==> src/rtl/core/brle_pkg.sv <==
// ---------------------------------------------------------------------------
// brle_pkg
// shared types and constants of the bitmap rle span decoder
// ---------------------------------------------------------------------------
package brle_pkg;

  localparam int COL_W   = 13;
  localparam int COLOR_W = 24;
  localparam int PCNT_W  = 9;

  // command kinds passed from parser to span stage
  localparam logic [1:0] KIND_PAL  = 2'd0;
  localparam logic [1:0] KIND_SPAN = 2'd1;
  localparam logic [1:0] KIND_EOL  = 2'd2;

  // configuration register indexes
  localparam logic [1:0] REG_NIBBLE_MODE   = 2'd0;
  localparam logic [1:0] REG_LINE_WIDTH    = 2'd1;
  localparam logic [1:0] REG_PALETTE_COUNT = 2'd2;

  typedef struct packed {
    logic [1:0]         kind;
    logic [7:0]         count;
    logic [7:0]         idx0;
    logic [7:0]         idx1;
    logic               eob;
    logic [COLOR_W-1:0] color;
  } brle_cmd_t;

  typedef struct packed {
    logic [COL_W-1:0]  line_width;
    logic [PCNT_W-1:0] palette_count;
  } brle_cfg_t;

endpackage

==> src/rtl/core/brle_front.sv <==
// ---------------------------------------------------------------------------
// brle_front
// byte parser: tracks rle phase; palette writes, run values, literal bytes and escape ends give a command
// ---------------------------------------------------------------------------
module brle_front import brle_pkg::*; (
  input  logic               clk,
  input  logic               rst,
  input  logic               nibble_mode,
  input  logic               accept,
  input  logic               mode,
  input  logic [7:0]         data_byte,
  input  logic [7:0]         palette_index,
  input  logic [COLOR_W-1:0] palette_color,
  output logic               push,
  output brle_cmd_t          cmd
);

  localparam logic [2:0] PH_COUNT  = 3'd0;
  localparam logic [2:0] PH_VALUE  = 3'd1;
  localparam logic [2:0] PH_ESCAPE = 3'd2;
  localparam logic [2:0] PH_DX     = 3'd3;
  localparam logic [2:0] PH_DY     = 3'd4;
  localparam logic [2:0] PH_ABS    = 3'd5;
  localparam logic [2:0] PH_PAD    = 3'd6;

  logic [2:0] phase, phase_next;
  logic [7:0] run_length, run_length_next;
  logic [7:0] abs_rem, abs_rem_next;
  logic       pad_pending, pad_pending_next;
  logic [7:0] delta_dx, delta_dx_next;
  logic [7:0] abs_n;
  logic [8:0] odd_sum;
  logic [7:0] hi_idx, lo_idx;

  assign hi_idx  = {4'd0, data_byte[7:4]};
  assign lo_idx  = {4'd0, data_byte[3:0]};
  assign odd_sum = {1'b0, data_byte} + 9'd1;

  // pixels taken by one absolute byte
  always_comb begin
    if (nibble_mode) begin
      abs_n = (abs_rem >= 8'd2) ? 8'd2 : abs_rem;
    end else begin
      abs_n = (abs_rem >= 8'd1) ? 8'd1 : 8'd0;
    end
  end

  // parser next state and command
  always_comb begin
    phase_next       = phase;
    run_length_next  = run_length;
    abs_rem_next     = abs_rem;
    pad_pending_next = pad_pending;
    delta_dx_next    = delta_dx;
    push             = 1'b0;
    cmd              = '0;
    if (accept) begin
      if (!mode) begin
        push      = 1'b1;
        cmd.kind  = KIND_PAL;
        cmd.idx0  = palette_index;
        cmd.color = palette_color;
      end else begin
        unique case (phase)
          PH_COUNT: begin
            if (data_byte == 8'd0) begin
              phase_next = PH_ESCAPE;
            end else begin
              run_length_next = data_byte;
              phase_next      = PH_VALUE;
            end
          end
          PH_VALUE: begin
            phase_next = PH_COUNT;
            push       = 1'b1;
            cmd.kind   = KIND_SPAN;
            cmd.count  = run_length;
            cmd.idx0   = nibble_mode ? hi_idx : data_byte;
            cmd.idx1   = nibble_mode ? lo_idx : data_byte;
          end
          PH_ESCAPE: begin
            if (data_byte == 8'd0 || data_byte == 8'd1) begin
              phase_next = PH_COUNT;
              push       = 1'b1;
              cmd.kind   = KIND_EOL;
              cmd.eob    = data_byte[0];
            end else if (data_byte == 8'd2) begin
              phase_next = PH_DX;
            end else begin
              abs_rem_next     = data_byte;
              pad_pending_next = nibble_mode ? odd_sum[1] : data_byte[0];
              phase_next       = PH_ABS;
            end
          end
          PH_DX: begin
            delta_dx_next = data_byte;
            phase_next    = PH_DY;
          end
          PH_DY: begin
            phase_next = PH_COUNT;
            push       = 1'b1;
            cmd.kind   = KIND_SPAN;
            cmd.count  = delta_dx;
          end
          PH_ABS: begin
            abs_rem_next = abs_rem - abs_n;
            if (abs_rem_next == 8'd0) begin
              phase_next = pad_pending ? PH_PAD : PH_COUNT;
            end
            push      = 1'b1;
            cmd.kind  = KIND_SPAN;
            cmd.count = abs_n;
            cmd.idx0  = nibble_mode ? hi_idx : data_byte;
            cmd.idx1  = nibble_mode ? ((abs_n >= 8'd2) ? lo_idx : hi_idx) : data_byte;
          end
          PH_PAD: begin
            pad_pending_next = 1'b0;
            phase_next       = PH_COUNT;
          end
          default: begin
            phase_next = PH_COUNT;
          end
        endcase
      end
    end
  end

  // parser state
  always_ff @(posedge clk) begin
    if (rst) begin
      phase       <= PH_COUNT;
      run_length  <= 8'd0;
      abs_rem     <= 8'd0;
      pad_pending <= 1'b0;
      delta_dx    <= 8'd0;
    end else begin
      phase       <= phase_next;
      run_length  <= run_length_next;
      abs_rem     <= abs_rem_next;
      pad_pending <= pad_pending_next;
      delta_dx    <= delta_dx_next;
    end
  end

endmodule

==> config.mk <==
export PLATFORM = sky130hd
export DESIGN_NAME = brle_front
export DESIGN_NICKNAME = d
export VERILOG_FILES = /design/src/rtl/core/brle_pkg.sv /design/src/rtl/core/brle_front.sv
export SDC_FILE = /design/constraint.sdc
export NUM_CORES = 1
export LEC_CHECK = 0
export CAP_MARGIN = 40
export CORE_UTILIZATION = 64
export DETAILED_ROUTE_END_ITERATION = 6
export DONT_BUFFER_PORTS = 1
export PLACE_DENSITY = 0.82
export SLEW_MARGIN = 30
export SYNTH_ARGS = -nofsm -noshare
export SYNTH_HDL_FRONTEND = slang
export SYNTH_SLANG_ARGS = --single-unit
==> constraint.sdc <==
create_clock -name clk -period 3.4 [get_ports clk]
set_input_delay 0.68 -clock clk [delete_from_list [all_inputs] [get_ports clk]]
set_output_delay 0.68 -clock clk [all_outputs]
set_load 0.005 [all_outputs]
# After elaboration in Yosys (flattened, before gate mapping)

Cells that the tools add are included.

Input port bits: 45
Flip-flop bits (word level): 28

Reductions and logical operators: 12
Bitwise gates (word level): 1
$lt $le $gt $ge: 3
Add/subtract/negate cells: 2
Muxes and demuxes: 36
Equality and inequality tests: 11

Operator list:

| kind                                                                   | number |
|---|---|
| 8-bit two-way mux                                                      | 9 |
| 51-bit two-way mux                                                     | 1 |
| 16-bit case mux with 2 select lines                                    | 1 |
| 24-bit two-way mux                                                     | 1 |
| 8-bit case mux with 3 select lines                                     | 1 |
| 8-bit by 2-bit >= comparator with 1-bit output (second input constant) | 2 |
| 8-bit zero test                                                        | 2 |
| 8-bit case mux with 2 select lines                                     | 1 |
| 3-bit two-way mux                                                      | 4 |
| 3-bit case mux with 4 select lines                                     | 1 |
| 5-bit AND reduction                                                    | 2 |
| 3-bit equality test (second input constant)                            | 3 |
| 1-bit two-way mux                                                      | 9 |
| 9-bit two-way mux                                                      | 1 |
| 8-bit by 1-bit equality test with 1-bit output (second input constant) | 1 |
| 8-bit by 2-bit equality test with 1-bit output (second input constant) | 1 |
| 8-bit by 1-bit >= comparator with 1-bit output (second input constant) | 1 |
| 8-bit subtractor                                                       | 1 |
| 3-bit by 2-bit equality test with 1-bit output (second input constant) | 2 |
| 2-bit two-way mux                                                      | 3 |
| 2-bit != test (second input constant)                                  | 3 |
| 3-bit AND reduction                                                    | 2 |
| 4-bit two-way mux                                                      | 1 |
| 1-bit case mux with 2 select lines                                     | 2 |
| 9 further kinds                                                        | 10 |

# Depth between registers and ports, before layout

Depth after elaboration: 9
Mapped depth: 13
Gate-level depth less buffers: 13

# Worst setup path after synthesis

No wires, ideal clock.

Kind: in2reg
Start point: input nibble_mode
End point: register phase[2]
Cell stages on the path: 12
Arrival time: 2.836 ns
Path slack: 0.425 ns
Library setup time: 0.139 ns
Path through: clkbuf_1 -> nand2_1 -> o21a_1 -> ha_1 -> inv_1 -> fa_1 -> a211oi_1 -> nor2_1 -> xor2_1 -> a2111oi_4 -> a31o_1 -> a311oi_1

Longest elaborated chain between the ends: 5

Ends and longest elaborated chain:

| what                                 | RTL line          | source |
|---|---|---|
| start: declaration                   | brle_front.sv:8   | `input logic nibble_mode,` |
| 8-bit two-way mux                    | brle_front.sv:41  | `if (nibble_mode) begin` |
| 8-bit subtractor                     | brle_front.sv:106 | `abs_rem_next = abs_rem - abs_n;` |
| 8-bit zero test                      | brle_front.sv:107 | `if (abs_rem_next == 8'd0) begin` |
| 2-bit != test (no source line)       | n/a               |  |
| 3-bit AND reduction (no source line) | n/a               |  |
| end signal: assignment               | brle_front.sv:137 | `phase <= phase_next;` |
| end: declaration                     | brle_front.sv:26  | `logic [2:0] phase, phase_next;` |

No other way between the ends.
A chain may end at the register's enable or synchronous reset.

# Worst setup path after layout

Start point: register abs_rem[7]
End point: register phase[2]

Longest elaborated chain between the ends: 7

Ends and longest elaborated chain:

| what                                                                                                                    | RTL line                           | source |
|---|---|---|
| start: declaration                                                                                                      | brle_front.sv:28                   | `logic [7:0] abs_rem, abs_rem_next;` |
| start signal: assignment                                                                                                | brle_front.sv:139                  | `abs_rem <= abs_rem_next;` |
| 8-bit by 1-bit >= comparator with 1-bit output / 8-bit by 2-bit >= comparator with 1-bit output (equally long branches) | brle_front.sv:44, brle_front.sv:42 |  |
| 1-bit two-way mux / 8-bit two-way mux (equally long branches)                                                           | brle_front.sv:44, brle_front.sv:42 |  |
| 8-bit two-way mux                                                                                                       | brle_front.sv:41                   |  |
| 8-bit subtractor (*)                                                                                                    | brle_front.sv:106                  |  |
| 8-bit zero test (*)                                                                                                     | brle_front.sv:107                  |  |
| 2-bit != test (no source line) (*)                                                                                      | n/a                                |  |
| 3-bit AND reduction (no source line) (*)                                                                                | n/a                                |  |

Every way passes the cells marked *; elsewhere a longest branch is shown, timed or not.

==> flow_summary.yaml <==
run_status:
  outcome: "completed"
detailed_routing:
  route.vias.total: 2059
  final_antenna_net_count: 0
  viasPerCell: 6.18
  route.detailed.drc: 0
  wl_per_cell_um: 16.0
  drt-total-wl_um: 5340
  firstDrtPassIters: 4
  drtIter0Drc: 132
global_route:
  overflow: 0
  antenna_found_initial: 0
  grt_max_degree: 33
  grt_usage: 0.295
  grt_pass1_vias: 1777
  grt_first_pass_wirelength_um: 8250
setup_path:
  crit_type: "register to register"
  r2r_start: "abs_rem[7]$_SDFFE_PP0P_"
  crit_fanout: 5
  cp-start-kind: "register"
  slowest_stage: "fa_1"
  cpPeakStageDelay_ps: 400
  worstSetupPathDepth: 13
  reg2reg_slack_ps: 370
  cp_common_cell: "nand2_1"
  critPathCaptureType: "register"
  endpoint: "phase[2]$_SDFFE_PP0P_"
  path_buf_inv: 1
  crit_required_ps: 3640
  path_delay_family: "compound AO/OA/AOI/OAI gates"
  crit_arrival_ps: 3260
  crit_path_cell_trace: "nor4_1, nand2_1, nand2_1, o21a_1, ha_1, inv_1, fa_1, a211oi_1, nor2_1, xor2_1, a2111oi_4, a31o_1, a311oi_1"
  startpoint: "abs_rem[7]$_SDFFE_PP0P_"
  reg2reg_depth: 13
  r2r_end: "phase[2]$_SDFFE_PP0P_"
synthesis:
  synth_area_um2: 2270
  syn_inst: 291
  ys_seq_area_frac: 0.247
  synth.area.top_cells: "dfxtp_1 (25%), mux2i_1 (11%), nor2_1 (8.8%)"
  ys_ff_latch: 28
  yosysUniqueCellTypes: 52
  synth_edf_count: 0
  synth_flop_cell: "dfxtp_1"
  avgSynthCellArea_um2: 7.80
  yosysWarnings: 0
  synth_top_area_frac: 0.247
  yosysTopAreaCell: "dfxtp_1"
  async_flop_share: 0
final_layout:
  multi_input_area_um2: 1630
  drive_gt1_frac: 0.0732
  nFillCells: 302
  num_antenna_cells: 0
  nets: 345
  ff_latch_area_um2: 561
  areaGrowthSynthToFinish_pct: 2.86
power:
  comb_power_share: 0.194
  sw_frac_of_total: 0.291
  vdd_drop_max_v: 0.000278
  internal-power_uw: 452
  p_clk_frac: 0.270
  leakage_nw: 0.917
  seq_power_share: 0.536
  power_density_nw_per_um2: 273
  power_switching_uw: 186
clock_tree:
  post_cts_buffers: 0
  htreeDepth: 1
  cts_hold_buf: 0
  cts_tree: "built"
  cts_resized: 0
  cts.sink_count: 28
  cts_made_buffers: 3
  clk_pin_slew_ps: 160
  worstSkewPairLatency_ps: 340
  clock_path_buffers: 2
  ctsRootBufferMaster: "clkbuf_4"
floorplan:
  die_area_um2: 3790
  fp.dieW_um: 61.6
  die_h_um: 61.6
  pin_count: 97
  num_rows: 21
  start_util: 0.675
  core_um2: 3360
sta:
  fin_hold_ws_ps: 374
  layout_min_cycle_time_ps: 3030
  setup_ws_ps: 373
  slew_headroom: 0.503
  hold_viol_final: 0
  rsz0062_at_grt: "no"
  tightest_slew_ps: 746
  finalSetupViolations: 0
  max_freq_mhz: 330
  skew_ps: 8.59
  drv_slew: 0
  fin_setup_tns_ps: 0
  post-route-period-util: 0.890
placed_design:
  hpwlAfterDp_um: 4190
  dp_slack_ps: 415
  gp_congestion: 0.954
  portBuffers: 0
min_path:
  worstHoldPathCells: 1
  worstHoldPathType: "primary input to register"
run:
  cap_violations: 0
==> power groups by stage <==
stage / sequential (mW) / clock (mW) / combinational (mW)
after floorplan: 0.346 / 0 / 0.111
after global placement: 0.349 / 0 / 0.121
after detailed placement: 0.349 / 0 / 0.122
after CTS: 0.342 / 0.171 / 0.123
after global routing: 0.344 / 0.187 / 0.140
final: 0.342 / 0.173 / 0.124
==> logic make-up (layout without fill, tap and decap cells) <==
kind of cell	Yosys count	after routing	synth area share
AO/OA/AOI/OAI	59	59	0.207
XOR/XNOR	4	4	0.0154
adder cells (fa/ha/maj)	12	12	0.0694
buffers and inverters	22	13	0.0424
flip-flops	28	28	0.247
multiplexers	26	26	0.115
other	1	6	0.00165
AND/OR/NAND/NOR	139	139	0.302
==> cells in the final DEF (no fill, tap or decap), types with 6 or more instances in the layout <==
master,instances
and2_1,30
nand2_1,29
dfxtp_1,28
a21oi_1,9
a22oi_1,8
mux2i_1,26
nor2_1,53
conb_1,6
o21ai_0,9
ha_1,11
==> worst reg2reg max path: cells and delay by family (launching register included) <==
family | cells | cell delay (ps)
AO/OA/AOI/OAI | 5 | 1030
AND/OR/NAND/NOR | 4 | 700
adder cells (fa/ha/maj) | 2 | 570
flip-flops | 1 | 380
XOR/XNOR | 1 | 180
buffers and inverters | 1 | 60
==> area by class of cell <==
type                    instances  share of cell area
well taps                      46              0.0246
inverters                       5             0.00803
repair buffers                  4              0.0129
flip-flops and latches         28               0.240
clock buffers                   4              0.0155
multi-input cells             246               0.699
==> layer usage <==
layer  vias to the layer above  GRT usage  share of wire  wire length (µm)
met5                         -          0              0                 0
met4                         0      0.108          0.020               108
met3                        12     0.0483          0.080               430
met2                        94      0.435           0.46              2460
met1                       952      0.431           0.44              2340
li1                       1001          -              -                 -
==> how the worst min path moves through the flow <==
stage / start / end / slack, ps
after floorplan: delta_dx[0]$_SDFFE_PP0P_ / delta_dx[0]$_SDFFE_PP0P_ / 460
after global placement: delta_dx[1]$_SDFFE_PP0P_ / delta_dx[1]$_SDFFE_PP0P_ / 470
after detailed placement: run_length[7]$_SDFFE_PP0P_ / run_length[7]$_SDFFE_PP0P_ / 480
after CTS: rst / phase[0]$_SDFFE_PP0P_ / 380
after global routing: rst / abs_rem[4]$_SDFFE_PP0P_ / 360
final: rst / phase[0]$_SDFFE_PP0P_ / 370
==> flip-flops by register name, indices dropped and copies added (netlist names) <==
signal       cells
abs_rem          8
pad_pending      1
delta_dx         8
run_length       8
phase            3
==> cells in the mapped netlist, drive strengths merged, types with 4 or more instances <==
master	n
buf	6
nor2	54
a21oi	10
o21ai	9
mux2i	26
a22oi	8
nor2b	4
nand2	29
nand3	5
a21o	5
clkbuf	11
inv	5
a311oi	5
ha	11
and2	31
dfxtp	28
==> metrics by stage <==
step                      cell area (µm²)  total power, mW  cells   util
final                                2340            0.638    333  0.695
after CTS                            2340            0.635    333  0.695
after global routing                 2340            0.671    333  0.695
after detailed placement             2300            0.471    329  0.684
after global placement               2300            0.470    329  0.684
after floorplan                      2290            0.457    296      -
(Power assumes the default switching activity.)
