`config.mk`:
```
export PLATFORM = sky130hd
export DESIGN_NAME = brle_queue
export DESIGN_NICKNAME = d
export VERILOG_FILES = /design/src/rtl/core/brle_pkg.sv /design/src/rtl/core/brle_queue.sv
export SDC_FILE = /design/constraint.sdc
export NUM_CORES = 1
export LEC_CHECK = 0
export CAP_MARGIN = 30
export CORE_ASPECT_RATIO = 2
export CORE_MARGIN = 5
export CORE_UTILIZATION = 45
export CTS_BUF_LIST = sky130_fd_sc_hd__clkbuf_8 sky130_fd_sc_hd__clkbuf_16
export DETAILED_ROUTE_END_ITERATION = 10
export DONT_BUFFER_PORTS = 1
export GPL_TIMING_DRIVEN = 1
export SLEW_MARGIN = 20
export SYNTH_ARGS = -nofsm -noshare
export SYNTH_HDL_FRONTEND = slang
export SYNTH_SLANG_ARGS = --single-unit
```
`constraint.sdc`:
```
create_clock -name clk -period 2.14 [get_ports clk]
set_input_delay 0.214 -clock clk [delete_from_list [all_inputs] [get_ports clk]]
set_output_delay 0.214 -clock clk [all_outputs]
set_load 0.1 [all_outputs]
```
`src/rtl/core/brle_pkg.sv`:
```
// ---------------------------------------------------------------------------
// brle_pkg
// shared types and constants of the bitmap rle span decoder
// ---------------------------------------------------------------------------
package brle_pkg;

  localparam int COL_W   = 13;
  localparam int COLOR_W = 24;
  localparam int PCNT_W  = 9;

  // command kinds passed from parser to span stage
  localparam logic [1:0] KIND_PAL  = 2'd0;
  localparam logic [1:0] KIND_SPAN = 2'd1;
  localparam logic [1:0] KIND_EOL  = 2'd2;

  // configuration register indexes
  localparam logic [1:0] REG_NIBBLE_MODE   = 2'd0;
  localparam logic [1:0] REG_LINE_WIDTH    = 2'd1;
  localparam logic [1:0] REG_PALETTE_COUNT = 2'd2;

  typedef struct packed {
    logic [1:0]         kind;
    logic [7:0]         count;
    logic [7:0]         idx0;
    logic [7:0]         idx1;
    logic               eob;
    logic [COLOR_W-1:0] color;
  } brle_cmd_t;

  typedef struct packed {
    logic [COL_W-1:0]  line_width;
    logic [PCNT_W-1:0] palette_count;
  } brle_cfg_t;

endpackage

```
`src/rtl/core/brle_queue.sv`:
```
// ---------------------------------------------------------------------------
// brle_queue
// four entry command queue between parser and span stage
// ---------------------------------------------------------------------------
module brle_queue import brle_pkg::*; (
  input  logic      clk,
  input  logic      rst,
  input  logic      push,
  input  brle_cmd_t push_cmd,
  output logic      full,
  input  logic      pop,
  output logic      head_valid,
  output brle_cmd_t head_cmd
);

  brle_cmd_t  slots [4];
  logic [1:0] wr_ptr, rd_ptr;
  logic [2:0] fill;

  assign full       = (fill == 3'd4);
  assign head_valid = (fill != 3'd0);
  assign head_cmd   = slots[rd_ptr];

  // storage
  always_ff @(posedge clk) begin
    if (push) begin
      slots[wr_ptr] <= push_cmd;
    end
  end

  // pointers and fill level
  always_ff @(posedge clk) begin
    if (rst) begin
      wr_ptr <= 2'd0;
      rd_ptr <= 2'd0;
      fill   <= 3'd0;
    end else begin
      if (push) begin
        wr_ptr <= wr_ptr + 2'd1;
      end
      if (pop) begin
        rd_ptr <= rd_ptr + 2'd1;
      end
      fill <= fill + {2'd0, push} - {2'd0, pop};
    end
  end

  assert property (@(posedge clk) disable iff (rst) push |-> !full)
    else $error("queue written while full");
  assert property (@(posedge clk) disable iff (rst) pop |-> head_valid)
    else $error("queue read while empty");

endmodule

```
# ---- After elaboration in Yosys (flattened, before gate mapping)
# Memory sizes are Yosys's and may differ from the RTL's. A register that Yosys moved wholly into a read port is not among the register bits.
# Index checks and enable logic that the tools add are counted.
dict set report op_classes {
  n_addsub 4
  n_shift 0
  div 0
  bitwise 0
  mul 0
  eq_ne 1
  reduce_logical 1
  mux 4
  order_cmp 0
}
# cell count
set op_table {}
lappend op_table {{$add 2x1->2 const B} 2}
lappend op_table {{$mux 2} 2}
lappend op_table {{$add 3x1->3} 1}
lappend op_table {{$eq 3x3->1 const B} 1}
lappend op_table {{$reduce_bool 3->1} 1}
lappend op_table {{$sub 3x1->3} 1}
lappend op_table {{$mux 1} 2}
dict set report word_totals {
  latch_bits 0
  ram_bits 204
  reg_bits 7
  mem_count 1
  word_cells 14
  rom_bits 0
}
# memory words width read_ports rd_ports_with_merged_regs wr line_no
set mem_list {}
lappend mem_list {slots 4 51 1 1 1 brle_queue.sv:16} ;# brle_cmd_t slots [4];

# ---- Longest topological paths before layout
# Gate-level depths: netlist of the first run.
dict set report logic_depth {
  word_depth 3
  depth_mapped 7
  mapped_depth_nobuf 7
}

# ---- Worst setup path before layout of the first run
# Ideal clock, no wire load.
dict set report synth_timing {
  path_type {register to register}
  startpoint {reg wr_ptr[0]}
  endpoint {mem slots[2][0] (netlist bit), enable pin}
  setup_slack_ps -31
  stages_incl_launch_ff 4
  setup_ps 414
  t_arrival_ps 1757
  path_buffers 0
  cell_sequence {dfxtp_1 -> inv_1 -> ha_1 -> and2_1}
}
# element line_no
set synth_lines {}
lappend synth_lines {{start, declared} brle_queue.sv:17} ;# logic [1:0] wr_ptr, rd_ptr;
lappend synth_lines {{start signal, assigned} brle_queue.sv:39} ;# wr_ptr <= wr_ptr + 2'd1;
lappend synth_lines {{end, declared} brle_queue.sv:16}
# Straight into the memory's write port.

==> impl_summary.log, run 1 <==
[metrics] gate count of the mapped netlist: 309
[metrics] non-filler cells, final: 643
[metrics] Final Max Tran Viols: 0
[metrics] Min-Delay Startpoint: pop
[metrics] dominant cell type by count on the critical path: buf_12
[metrics] CTS tree: done
[metrics] fraction of synthesized cell area taken by the top area cell type: 0.7795
[metrics] Horiz. Die Dim: a little over 100 microns
[metrics] post-DR wirelength/cell: around 22 microns
[metrics] maximum number of pins on one net before global-route repair: 52
[metrics] final wirelength: 14080 microns
[metrics] HPWL after detailed placement: between 8000 and 9000 microns
[metrics] number of distinct library cells after synthesis: 22
[metrics] final critical-path share of the clock period: 0.9875
[metrics] post-synthesis net count: between 300 and 400
[metrics] relative slew slack: 0.3922
[metrics] Worst Path Arrival: 1.90 ns
[metrics] number of global-route vias before repair: 3871
[metrics] kind of cell adding the most delay to the critical path: multiplexers
[metrics] most common cell in the netlist: edfxtp_1
[metrics] sum of overflow across all layers after global routing: 0
[metrics] buffer cell driving the clock tree root: clkbuf_16
[metrics] part of the power in the clock network: 0.327
[metrics] critical path's slowest cell: mux4_2
[metrics] switching power summed over all nets: around 3.1 mW
[metrics] commonest cells in the synthesized netlist: edfxtp_1, mux4_2, dfxtp_1
[metrics] H-tree depth: 1
[metrics] cell count after placement: roughly 550
[metrics] status: completed
[metrics] Cell Pwr Density: around 1100 nW/um^2
[metrics] site row count: slightly below 70
[metrics] switching share of power: 0.2854
[metrics] source-to-sink clock delay at the later pin of the worst-skew pair: approximately 0.48 ns
[metrics] launching point of the worst reg2reg path: wr_ptr[0]
[metrics] number of flops mapped to enable cells by yosys: between 200 and 250
[metrics] setup repair after global routing missed its margin: yes
[metrics] height of the chip: a little under 200 microns
[metrics] number of buffers inserted by port buffering: 0
[metrics] number of top-level pins: 108
[metrics] clock-pin slew on the worst setup and hold paths: approximately 0.07 ns
[metrics] Initial DRC Count: approximately 110
[metrics] buffer depth of the longest clock path: 3
[metrics] antenna violations before repair: 1
[metrics] final routed DRC violation total: 0
[metrics] share of synthesized area occupied by flip-flops and latches: 0.8024
[metrics] Area Growth Syn to Fin: 28.21%
[metrics] post-synthesis async set-or-reset flop share: 0
[metrics] overall die area: ~20000 sq um
[metrics] Logic pwr share: 0.221
[metrics] # Max-Cap Violations: 0
[metrics] Pre-antenna DRT Iters: 4
[metrics] f_max: 473.2 MHz
[metrics] cell accounting for the most synthesized area: edfxtp_1
[metrics] post-synthesis cell area: approximately 7900 sq um
[metrics] first-pass GRT wire length: between 20000 and 25000 microns
[metrics] antenna-violating nets left: 0
[metrics] Tightest Pin Transition: a little over 0.9 ns
[metrics] Synth Warn #: 0
[metrics] biggest cell delay along the critical path: between 0.5 and 0.6 ns
[metrics] ratio of cells with drive above 1 in the final layout: 0.3125
[metrics] final period demand of the worst path: 2.113 ns
[metrics] Post-synth top flop: edfxtp_1
[metrics] crit-path cells: buf_12, mux4_2, buf_12
[metrics] placeable core region: approximately 17000 sq um
[metrics] all-layer global routing usage: 0.1414
[metrics] number of storage elements in the synthesis netlist: about 210
[metrics] NumNets Final: between 400 and 500
[metrics] reg-to-reg setup timing slack: about 0.39 ns
[metrics] top post-synthesis cells by area: edfxtp_1, mux4_2, dfxtp_1
[metrics] Sequential Area: 6311 sq um
[metrics] number of buffers added by the clock tree synthesis step: 18
[metrics] WS Path Type: reg2out
[metrics] CP Launch Type: flop
[metrics] Internal Power: 7.664 mW
[metrics] HP Class: in2reg
[metrics] summed negative setup slack over all endpoints: 0 ns
[metrics] Peak VDD IR: 0.7973 mV
[metrics] fillers: about 1.3k
[metrics] via density per instance: approximately 5.3
[metrics] type of destination of the critical path: output port
[metrics] critical path peak fanout: 20
[metrics] area used by multi-input combinational logic: 1395 sq um
[metrics] final-report hold violation count: 0
[metrics] relative contribution of sequential cells to total power: 0.452
[metrics] clock net sink count: around 210
[metrics] Routability Congestion: 0.6720
[metrics] worst-case clock skew: ~0.018 ns
[metrics] starting density of the core: 0.4550
[metrics] static leakage power: ~3.3 nW
[metrics] Mapped Avg Cell Area: ~25 sq um
[metrics] Setup Viol. Count Final: 0
[metrics] via count: approximately 3.4k
[metrics] buffering stage count on the worst path with inverters included: 2
[metrics] required arrival time at the worst endpoint: a little under 2 ns
power groups by stage:
stage          logic (mW)  clock network (mW)  registers (mW)
6_report             2.37                3.51            4.85
4_1_cts              2.41                3.61            4.85
2_1_floorplan        1.69                   0            4.92
3_5_place_dp         2.26                   0            4.95
5_1_grt              2.46                3.78            4.86
3_3_place_gp         2.25                   0            4.93
worst paths after layout:
kind                                    end  depth (start not counted)
worst min-delay path                fill[0]                          4
worst min register to register         flop                          2
worst max register to register  slots[0][3]                          4
worst max-delay path            head_cmd[5]                          3
worst register-to-register path: cells and delay by family, from the launching register on:
kind                     cells  cell delay (ns)
adder cells (fa/ha/maj)      1             0.14
buffers and inverters        2             0.39
flip-flops                   1             0.35
AND/OR/NAND/NOR              1             0.55
metrics by stage:
stage	power (mW)	cell area (sq um)	setup WS, ns	hold slack (ns)	utilization
6_report	10.73	10080	0.02678	0.2586	0.5834
5_1_grt	11.10	10070	-0.04760	0.2669	0.5832
4_1_cts	10.86	10070	-0.02000	0.2558	0.5830
3_5_place_dp	7.208	8850	0.3490	0.2909	0.5124
3_3_place_gp	7.182	8850	0.3720	0.2887	0.5124
2_1_floorplan	6.603	7864	0.4641	0.2856	-
state kept, by name, summed over array words and instances, names as in the netlist, named ones only:
register,cells
rd_ptr,2
slots,204
wr_ptr,2
fill,3
routing by layer:
layer,track usage,up-vias,part of all wire
li1,-,1524,-
met1,0.1546,1778,0.35
met2,0.2673,81,0.58
met3,0.02409,19,0.045
met4,0.04611,0,0.022
met5,0,-,0
placed cells by master (no fill, tap or decap):
master and count:
edfxtp_1 204, dlygate4sd3_1 55, mux4_2 50, buf_12 41, clkbuf_16 19, inv_1 7, dfxtp_1 7, ha_1 6
nor2_1 5, and2_2 4, clkinv_2 4, bufinv_16 4, buf_4 4, buf_6 3, nor2b_1 2, xnor2_1 2
clkinvlp_4 2, diode_2 1, or3_1 1, mux4_1 1, and3_1 1, a21bo_2 1, nand3b_1 1, a21oi_1 1
mux2i_1 1, xor3_1 1, fa_1 1, dfxtp_4 1, dfxtp_2 1, clkinv_1 1, inv_6 1
cell type report:
type,count,share of cell area
diodes,1,0.0002484
clock buffers,19,0.04719
clock inverters,13,0.01701
inverters,6,0.002235
multi-input cells,78,0.1385
flip-flops and latches,213,0.6264
well taps,210,0.02608
repair buffers,103,0.1424
kinds of logic (layout without fill, tap and decap cells):
logic type	after synthesis	count (layout)	share of synthesized area
muxes	52	52	0.1479
AOI/OAI and AO/OA	2	2	0.001910
DFF	213	213	0.8024
buffers and inverters	18	141	0.02070
xor gates and xnor gates	3	3	0.005254
adders and majority gates	7	7	0.01210
other	0	1	0
and+or+nand+nor	14	14	0.009713
timing repair:
action	4_1_cts	5_1_grt
setup endpoints to repair	44	37
hold buffers	55	0
pin swaps	0	0
resized for setup	2	1
setup buffers	2	0
endpoints found under the hold margin	213	0
(Power assumes the default switching activity.)
==> inputs of run 2 (changes only) <==
==> constraint.sdc (replaced) <==
create_clock -name clk -period 2.14 [get_ports clk]
set_input_delay 0.321 -clock clk [delete_from_list [all_inputs] [get_ports clk]]
set_output_delay 0.321 -clock clk [all_outputs]
set_load 0.1 [all_outputs]
==> run 2 against run 1 <==
Against the previous run:
- non-clock buffer count rose by 2
- final cell count rose by 0.47%
- sequential share of layout area barely moved
- setup slack got worse by 0.088 ns
- clock power fell by 3%
- first-iteration DRC count rose by 14%
- design area barely moved
- the flow now finishes with violations (setup timing)
==> impl_summary.log, run 2 (synthesis results as in run 1) <==
[metrics] status: complete, but fails checks
[metrics] violated checks: setup timing
[metrics] Pre-antenna DRT Iters: 4
[metrics] launching point of the worst reg2reg path: fill[0]
[metrics] height of the chip: 196.9 microns
[metrics] post-placement cell area: 8905 sq um
[metrics] placeable core region: approximately 17000 sq um
[metrics] relative slew slack: 0.3866
[metrics] number of buffers added by the clock tree synthesis step: 19
[metrics] number of global-route vias before repair: ~3.9k
[metrics] Area Growth Syn to Fin: 28.28%
[metrics] post-DR wirelength/cell: around 22 microns
[metrics] # Max-Cap Violations: 0
[metrics] static leakage power: approximately 3.4 nW
[metrics] maximum number of pins on one net before global-route repair: 46
[metrics] flip-flop count of the largest register, all copies and words added: ~200
[metrics] number of top-level pins: between 100 and 150
[metrics] WHS: 0.02132 ns
[metrics] summed area of non-filler cells in the final layout: 10080 sq um
[metrics] number of buffers inserted by port buffering: 0
[metrics] Most Crowded Layer GR: met2
[metrics] required arrival time at the worst endpoint: 1.82 ns
[metrics] Critical R2R Capture: fill[2]
[metrics] final critical-path share of the clock period: 1.029
[metrics] worst-case clock skew: between 0.01 and 0.015 ns
[metrics] starting density of the core: 0.4550
[metrics] Horiz. Die Dim: around 100 microns
[metrics] cells on worst reg2reg path: 7
[metrics] Tightest Pin Transition: approximately 0.92 ns
[metrics] final routed DRC violation total: 0
[metrics] HP Class: in2reg
[metrics] post-route worst setup slack: -0.06168 ns
[metrics] met1 layer usage reported by global route: 0.1558
[metrics] Peak VDD IR: roughly 0.8 mV
[metrics] antenna violations before repair: 2
[metrics] non-filler cells, final: 646
[metrics] H-tree depth: 1
[metrics] all-layer global routing usage: 0.1453
[metrics] register name with the most flops: slots
[metrics] reg-to-reg setup timing slack: between 0.3 and 0.4 ns
[metrics] source-to-sink clock delay at the later pin of the worst-skew pair: approximately 0.48 ns
[metrics] ratio of cells with drive above 1 in the final layout: 0.3126
[metrics] NumNets Final: 485
[metrics] sum of overflow across all layers after global routing: 0
[metrics] Final Max Tran Viols: 0
[metrics] met3 Use GR: 0.02763
[metrics] buffer cell driving the clock tree root: clkbuf_16
[metrics] Worst Path Arrival: 1.88 ns
[metrics] f_max: ~450 MHz
[metrics] top flop regs: slots: 204 flops, fill: 3 flops
[metrics] met2 usage: 0.2765
[metrics] summed negative setup slack over all endpoints: -0.7787 ns
[metrics] WS Path Type: reg2out
[metrics] most common library cell in the layout ignoring fill and taps: edfxtp_1
[metrics] Setup Viol. Count Final: 40
[metrics] antenna-violating nets left: 0
[metrics] final period demand of the worst path: 2.202 ns
[metrics] clock-pin slew on the worst setup and hold paths: roughly 0.07 ns
[metrics] end point of the critical path: head_cmd[31]
[metrics] Routability Congestion: between 0.6 and 0.7
[metrics] post-placement setup slack: roughly 0.28 ns
[metrics] CP Launch Type: flop
[metrics] final wirelength: 14420 microns
[metrics] via density per instance: around 5.3
[metrics] final-report hold violation count: 0
[metrics] Initial DRC Count: 129
[metrics] setup repair after global routing missed its margin: yes
[metrics] critical path peak fanout: 13
[metrics] clock net sink count: between 200 and 250
[metrics] HPWL after detailed placement: slightly above 9000 microns
[metrics] CTS tree: done
[metrics] first-pass GRT wire length: around 22000 microns
[metrics] overall die area: a little over 20000 sq um
[metrics] via count: 3444
[metrics] type of destination of the critical path: output port
[metrics] cell count after placement: roughly 560
[metrics] commonest cells after routing, fill and taps aside: edfxtp_1, dlygate4sd3_1, mux4_2
[metrics] Cell Pwr Density: between 1000 and 1500 nW/um^2
[metrics] buffer depth of the longest clock path: 3
[metrics] site row count: 68
-- run 2: cell types whose count changed in the layout (fill, tap and decap cells not counted), sizes merged --
| cell | delta |
|---|---|
| buf | +3 |
| clkinv | +2 |
| clkinvlp | -2 |
| bufinv | -1 |
| clkbuf | +1 |
| dlygate4sd3 | -1 |
| inv | +1 |
-- run 2: how the worst min path moves through the flow --
stage	startpoint	to	slack, ns	cells after the start
after floorplan	rst	fill[0]	0.39	1
after global placement	rst	wr_ptr[1]	0.40	1
after detailed placement	rst	rd_ptr[0]	0.40	1
after CTS	pop	rd_ptr[0]	0.009	2
after global routing	pop	rd_ptr[0]	0.02	2
final	pop	rd_ptr[0]	0.02	2
-- run 2: cell type report --
type | count | area [sq um]
clock buffers | 20 | 489.2
multi-input cells | 78 | 1391
flip-flops and latches | 213 | 6311
diodes | 1 | 2.502
repair buffers | 105 | 1469
clock inverters | 13 | 132.6
fillers | 1237 | 7191
inverters | 6 | 22.52
well taps | 210 | 262.8
-- run 2: worst max-delay path, cell delays in order, from the launching register on --
cell     delay (ns)
dfxtp_4        0.43
buf_12         0.19
mux4_2         0.79
-- run 2: what timing repair did --
item	4_1_cts	5_1_grt
setup endpoints to repair	51	51
resized for setup	2	1
setup buffers	1	0
hold buffers	54	0
hold endpoints to repair	213	0
-- run 2: through the flow --
stage	util	power, mW
after floorplan	-	6.603
final	0.5837	10.64
after detailed placement	0.5156	7.241
after global placement	0.5156	7.207
after global routing	0.5837	11.00
after CTS	0.5833	10.76
-- run 2: layer usage --
| metal | up-vias | routed length (microns) | part of all wire |
|---|---|---|---|
| li1 | 1531 | - | - |
| met1 | 1802 | 4838 | 0.34 |
| met2 | 80 | 8543 | 0.59 |
| met3 | 29 | 651 | 0.045 |
| met4 | 2 | 377 | 0.026 |
| met5 | - | 11 | 0.00076 |
-- run 2: power by group --
group | internal, mW | switching (mW)
Combinational | 0.781 | 1.61
Clock | 2.01 | 1.38
Sequential | 4.79 | 0.0633
==> inputs of run 3 (changes only) <==
HOLD_SLACK_MARGIN = 0.1   (was unset)
RECOVER_POWER = 25   (was unset)
==> run 3 against run 2 <==
Against the previous run:
- the run still ends with setup timing left
- utilization grew 0.072 points
- first-iteration DRC count shrank 2.3%
- combinational power is essentially flat
- setup slack lost 0.0025 ns
- maximum frequency shrank 0.11%
- total power is essentially flat
- via count is essentially flat
- clock-buffer cell count is the same
- non-clock buffer count grew 1
- critical endpoint unchanged
- largest cell class unchanged
- largest power group unchanged
- highest routed layer is now met4
==> impl_summary.log, run 3 (synthesis results as in run 1) <==
[metrics] number of buffers added by the clock tree synthesis step: 19
[metrics] CP Launch Type: flop
[metrics] Area Growth Syn to Fin: 28.43%
[metrics] CTS tree: done
[metrics] HPWL after detailed placement: about 9300 microns
[metrics] ratio of cells with drive above 1 in the final layout: 0.3119
[metrics] WHS: roughly 0.26 ns
[metrics] all-layer global routing usage: 0.1456
[metrics] type of destination of the critical path: output port
[metrics] Routability Congestion: roughly 0.7
[metrics] buffer depth of the longest clock path: 3
[metrics] clock-pin slew on the worst setup and hold paths: ~0.07 ns
[metrics] placeable core region: 17270 sq um
[metrics] reg-to-reg setup timing slack: between 0.3 and 0.4 ns
[metrics] NumNets Final: between 400 and 500
[metrics] setup repair after global routing missed its margin: yes
[metrics] maximum number of pins on one net before global-route repair: 46
[metrics] number of top-level pins: roughly 110
[metrics] required arrival time at the worst endpoint: about 1.8 ns
[metrics] worst-case clock skew: roughly 0.013 ns
[metrics] fillers: 1237
[metrics] flip-flop count of the largest register, all copies and words added: just over 200
[metrics] post-route worst setup slack: -0.06418 ns
[metrics] Total Power: 10.64 mW
[metrics] Initial DRC Count: roughly 130
[metrics] top flop regs: slots: 204 flops, fill: 3 flops
[metrics] Critical R2R Capture: fill[2]
[metrics] commonest cells after routing, fill and taps aside: edfxtp_1, dlygate4sd3_1, mux4_2
[metrics] most common library cell in the layout ignoring fill and taps: edfxtp_1
[metrics] Final Max Tran Viols: 0
[metrics] end point of the critical path: head_cmd[31]
[metrics] # Max-Cap Violations: 0
[metrics] Tightest Pin Transition: 0.9220 ns
[metrics] overall die area: about 20000 sq um
[metrics] sum of overflow across all layers after global routing: 0
[metrics] via count: about 3.4k
[metrics] number of global-route vias before repair: just under 4k
[metrics] buffer cell driving the clock tree root: clkbuf_16
[metrics] final wirelength: between 10000 and 15000 microns
[metrics] status: complete, but fails checks
[metrics] Cell Pwr Density: ~1100 nW/um^2
[metrics] Sequential Area: between 6000 and 7000 sq um
[metrics] first-pass GRT wire length: approximately 22000 microns
[metrics] post-DR wirelength/cell: between 20 and 25 microns
[metrics] via density per instance: 5.310
[metrics] site row count: just under 70
[metrics] antenna violations before repair: 2
[metrics] Worst Path Arrival: between 1.5 and 2 ns
[metrics] summed area of non-filler cells in the final layout: ~10000 sq um
[metrics] Peak VDD IR: 0.8210 mV
[metrics] H-tree depth: 1
[metrics] final critical-path share of the clock period: 1.030
[metrics] height of the chip: between 150 and 200 microns
[metrics] clock net sink count: approximately 210
[metrics] critical path peak fanout: 13
[metrics] Pre-antenna DRT Iters: 4
[metrics] number of buffers inserted by port buffering: 0
[metrics] source-to-sink clock delay at the later pin of the worst-skew pair: 0.48 ns
[metrics] static leakage power: roughly 3.4 nW
[metrics] register name with the most flops: slots
[metrics] f_max: 453.7 MHz
[metrics] WS Path Type: reg2out
[metrics] HP Class: in2reg
[metrics] post-placement cell area: between 8000 and 9000 sq um
[metrics] starting density of the core: 0.4550
[metrics] final routed DRC violation total: 0
[metrics] summed negative setup slack over all endpoints: -0.8372 ns
[metrics] final-report hold violation count: 0
[metrics] Horiz. Die Dim: 103.4 microns
[metrics] final period demand of the worst path: around 2.2 ns
[metrics] violated checks: setup timing
[metrics] relative slew slack: 0.3866
[metrics] antenna-violating nets left: 0
[metrics] area used by multi-input combinational logic: ~1400 sq um
[metrics] Setup Viol. Count Final: between 40 and 50
[metrics] launching point of the worst reg2reg path: fill[0]
[metrics] cells on worst reg2reg path: 7
## run 3: cell types whose count changed in the layout (fill, tap and decap cells not counted)
cell           change
diode_2            +1
dlygate4sd3_1      +1
## run 3: how the worst min path moves through the flow
stage	to	depth (start not counted)	slack (ns)	startpoint
3_3_place_gp	wr_ptr[1]	1	0.40	rst
3_5_place_dp	rd_ptr[0]	1	0.40	rst
5_1_grt	slots[2][49]	1	0.25	push
2_1_floorplan	fill[0]	1	0.39	rst
4_1_cts	slots[2][49]	1	0.25	push
6_report	slots[2][49]	1	0.26	push
## run 3: critical path, stage by stage, from the launching register on
cell     delay (ns)
dfxtp_4        0.43
buf_12         0.19
mux4_2         0.80
## run 3: timing repair
action	4_1_cts	5_1_grt
hold buffers	55	0
setup endpoints to repair	51	51
resized for setup	2	1
hold endpoints to repair	213	0
buffers inserted	1	0
## run 3: cell type report
| cell class | count | share of cell area |
|---|---|---|
| Sequential cell | 213 | 0.6253 |
| Multi-Input combinational cell | 78 | 0.1378 |
| Clock buffer | 20 | 0.04847 |
| Clock inverter | 13 | 0.01314 |
| Timing Repair Buffer | 106 | 0.1465 |
| Tap cell | 210 | 0.02603 |
| Antenna cell | 2 | 0.0004958 |
| Inverter | 6 | 0.002231 |
## run 3: power by group
group          switching, mW  internal, mW  total (mW)
clock network           1.38          2.01        3.39
registers             0.0633          4.79        4.85
logic                   1.62         0.782        2.40
total                   3.06          7.58        10.6
## run 3: through the flow
stage | setup WS (ns) | cells | utilization
global placement | 0.2927 | 557 | 0.5156
CTS | -0.09796 | 646 | 0.5839
floorplan | 0.3571 | 309 | -
finish | -0.06418 | 648 | 0.5844
global route | -0.1301 | 647 | 0.5843
detailed placement | 0.2774 | 557 | 0.5156
## run 3: layer usage
layer  wire length [microns]  vias up  GRT usage
li1                        -     1534          -
met1                    4817     1796     0.1556
met2                    8574       83     0.2775
met3                     684       28    0.02798
met4                     376        0    0.04563
met5                       0        -          0
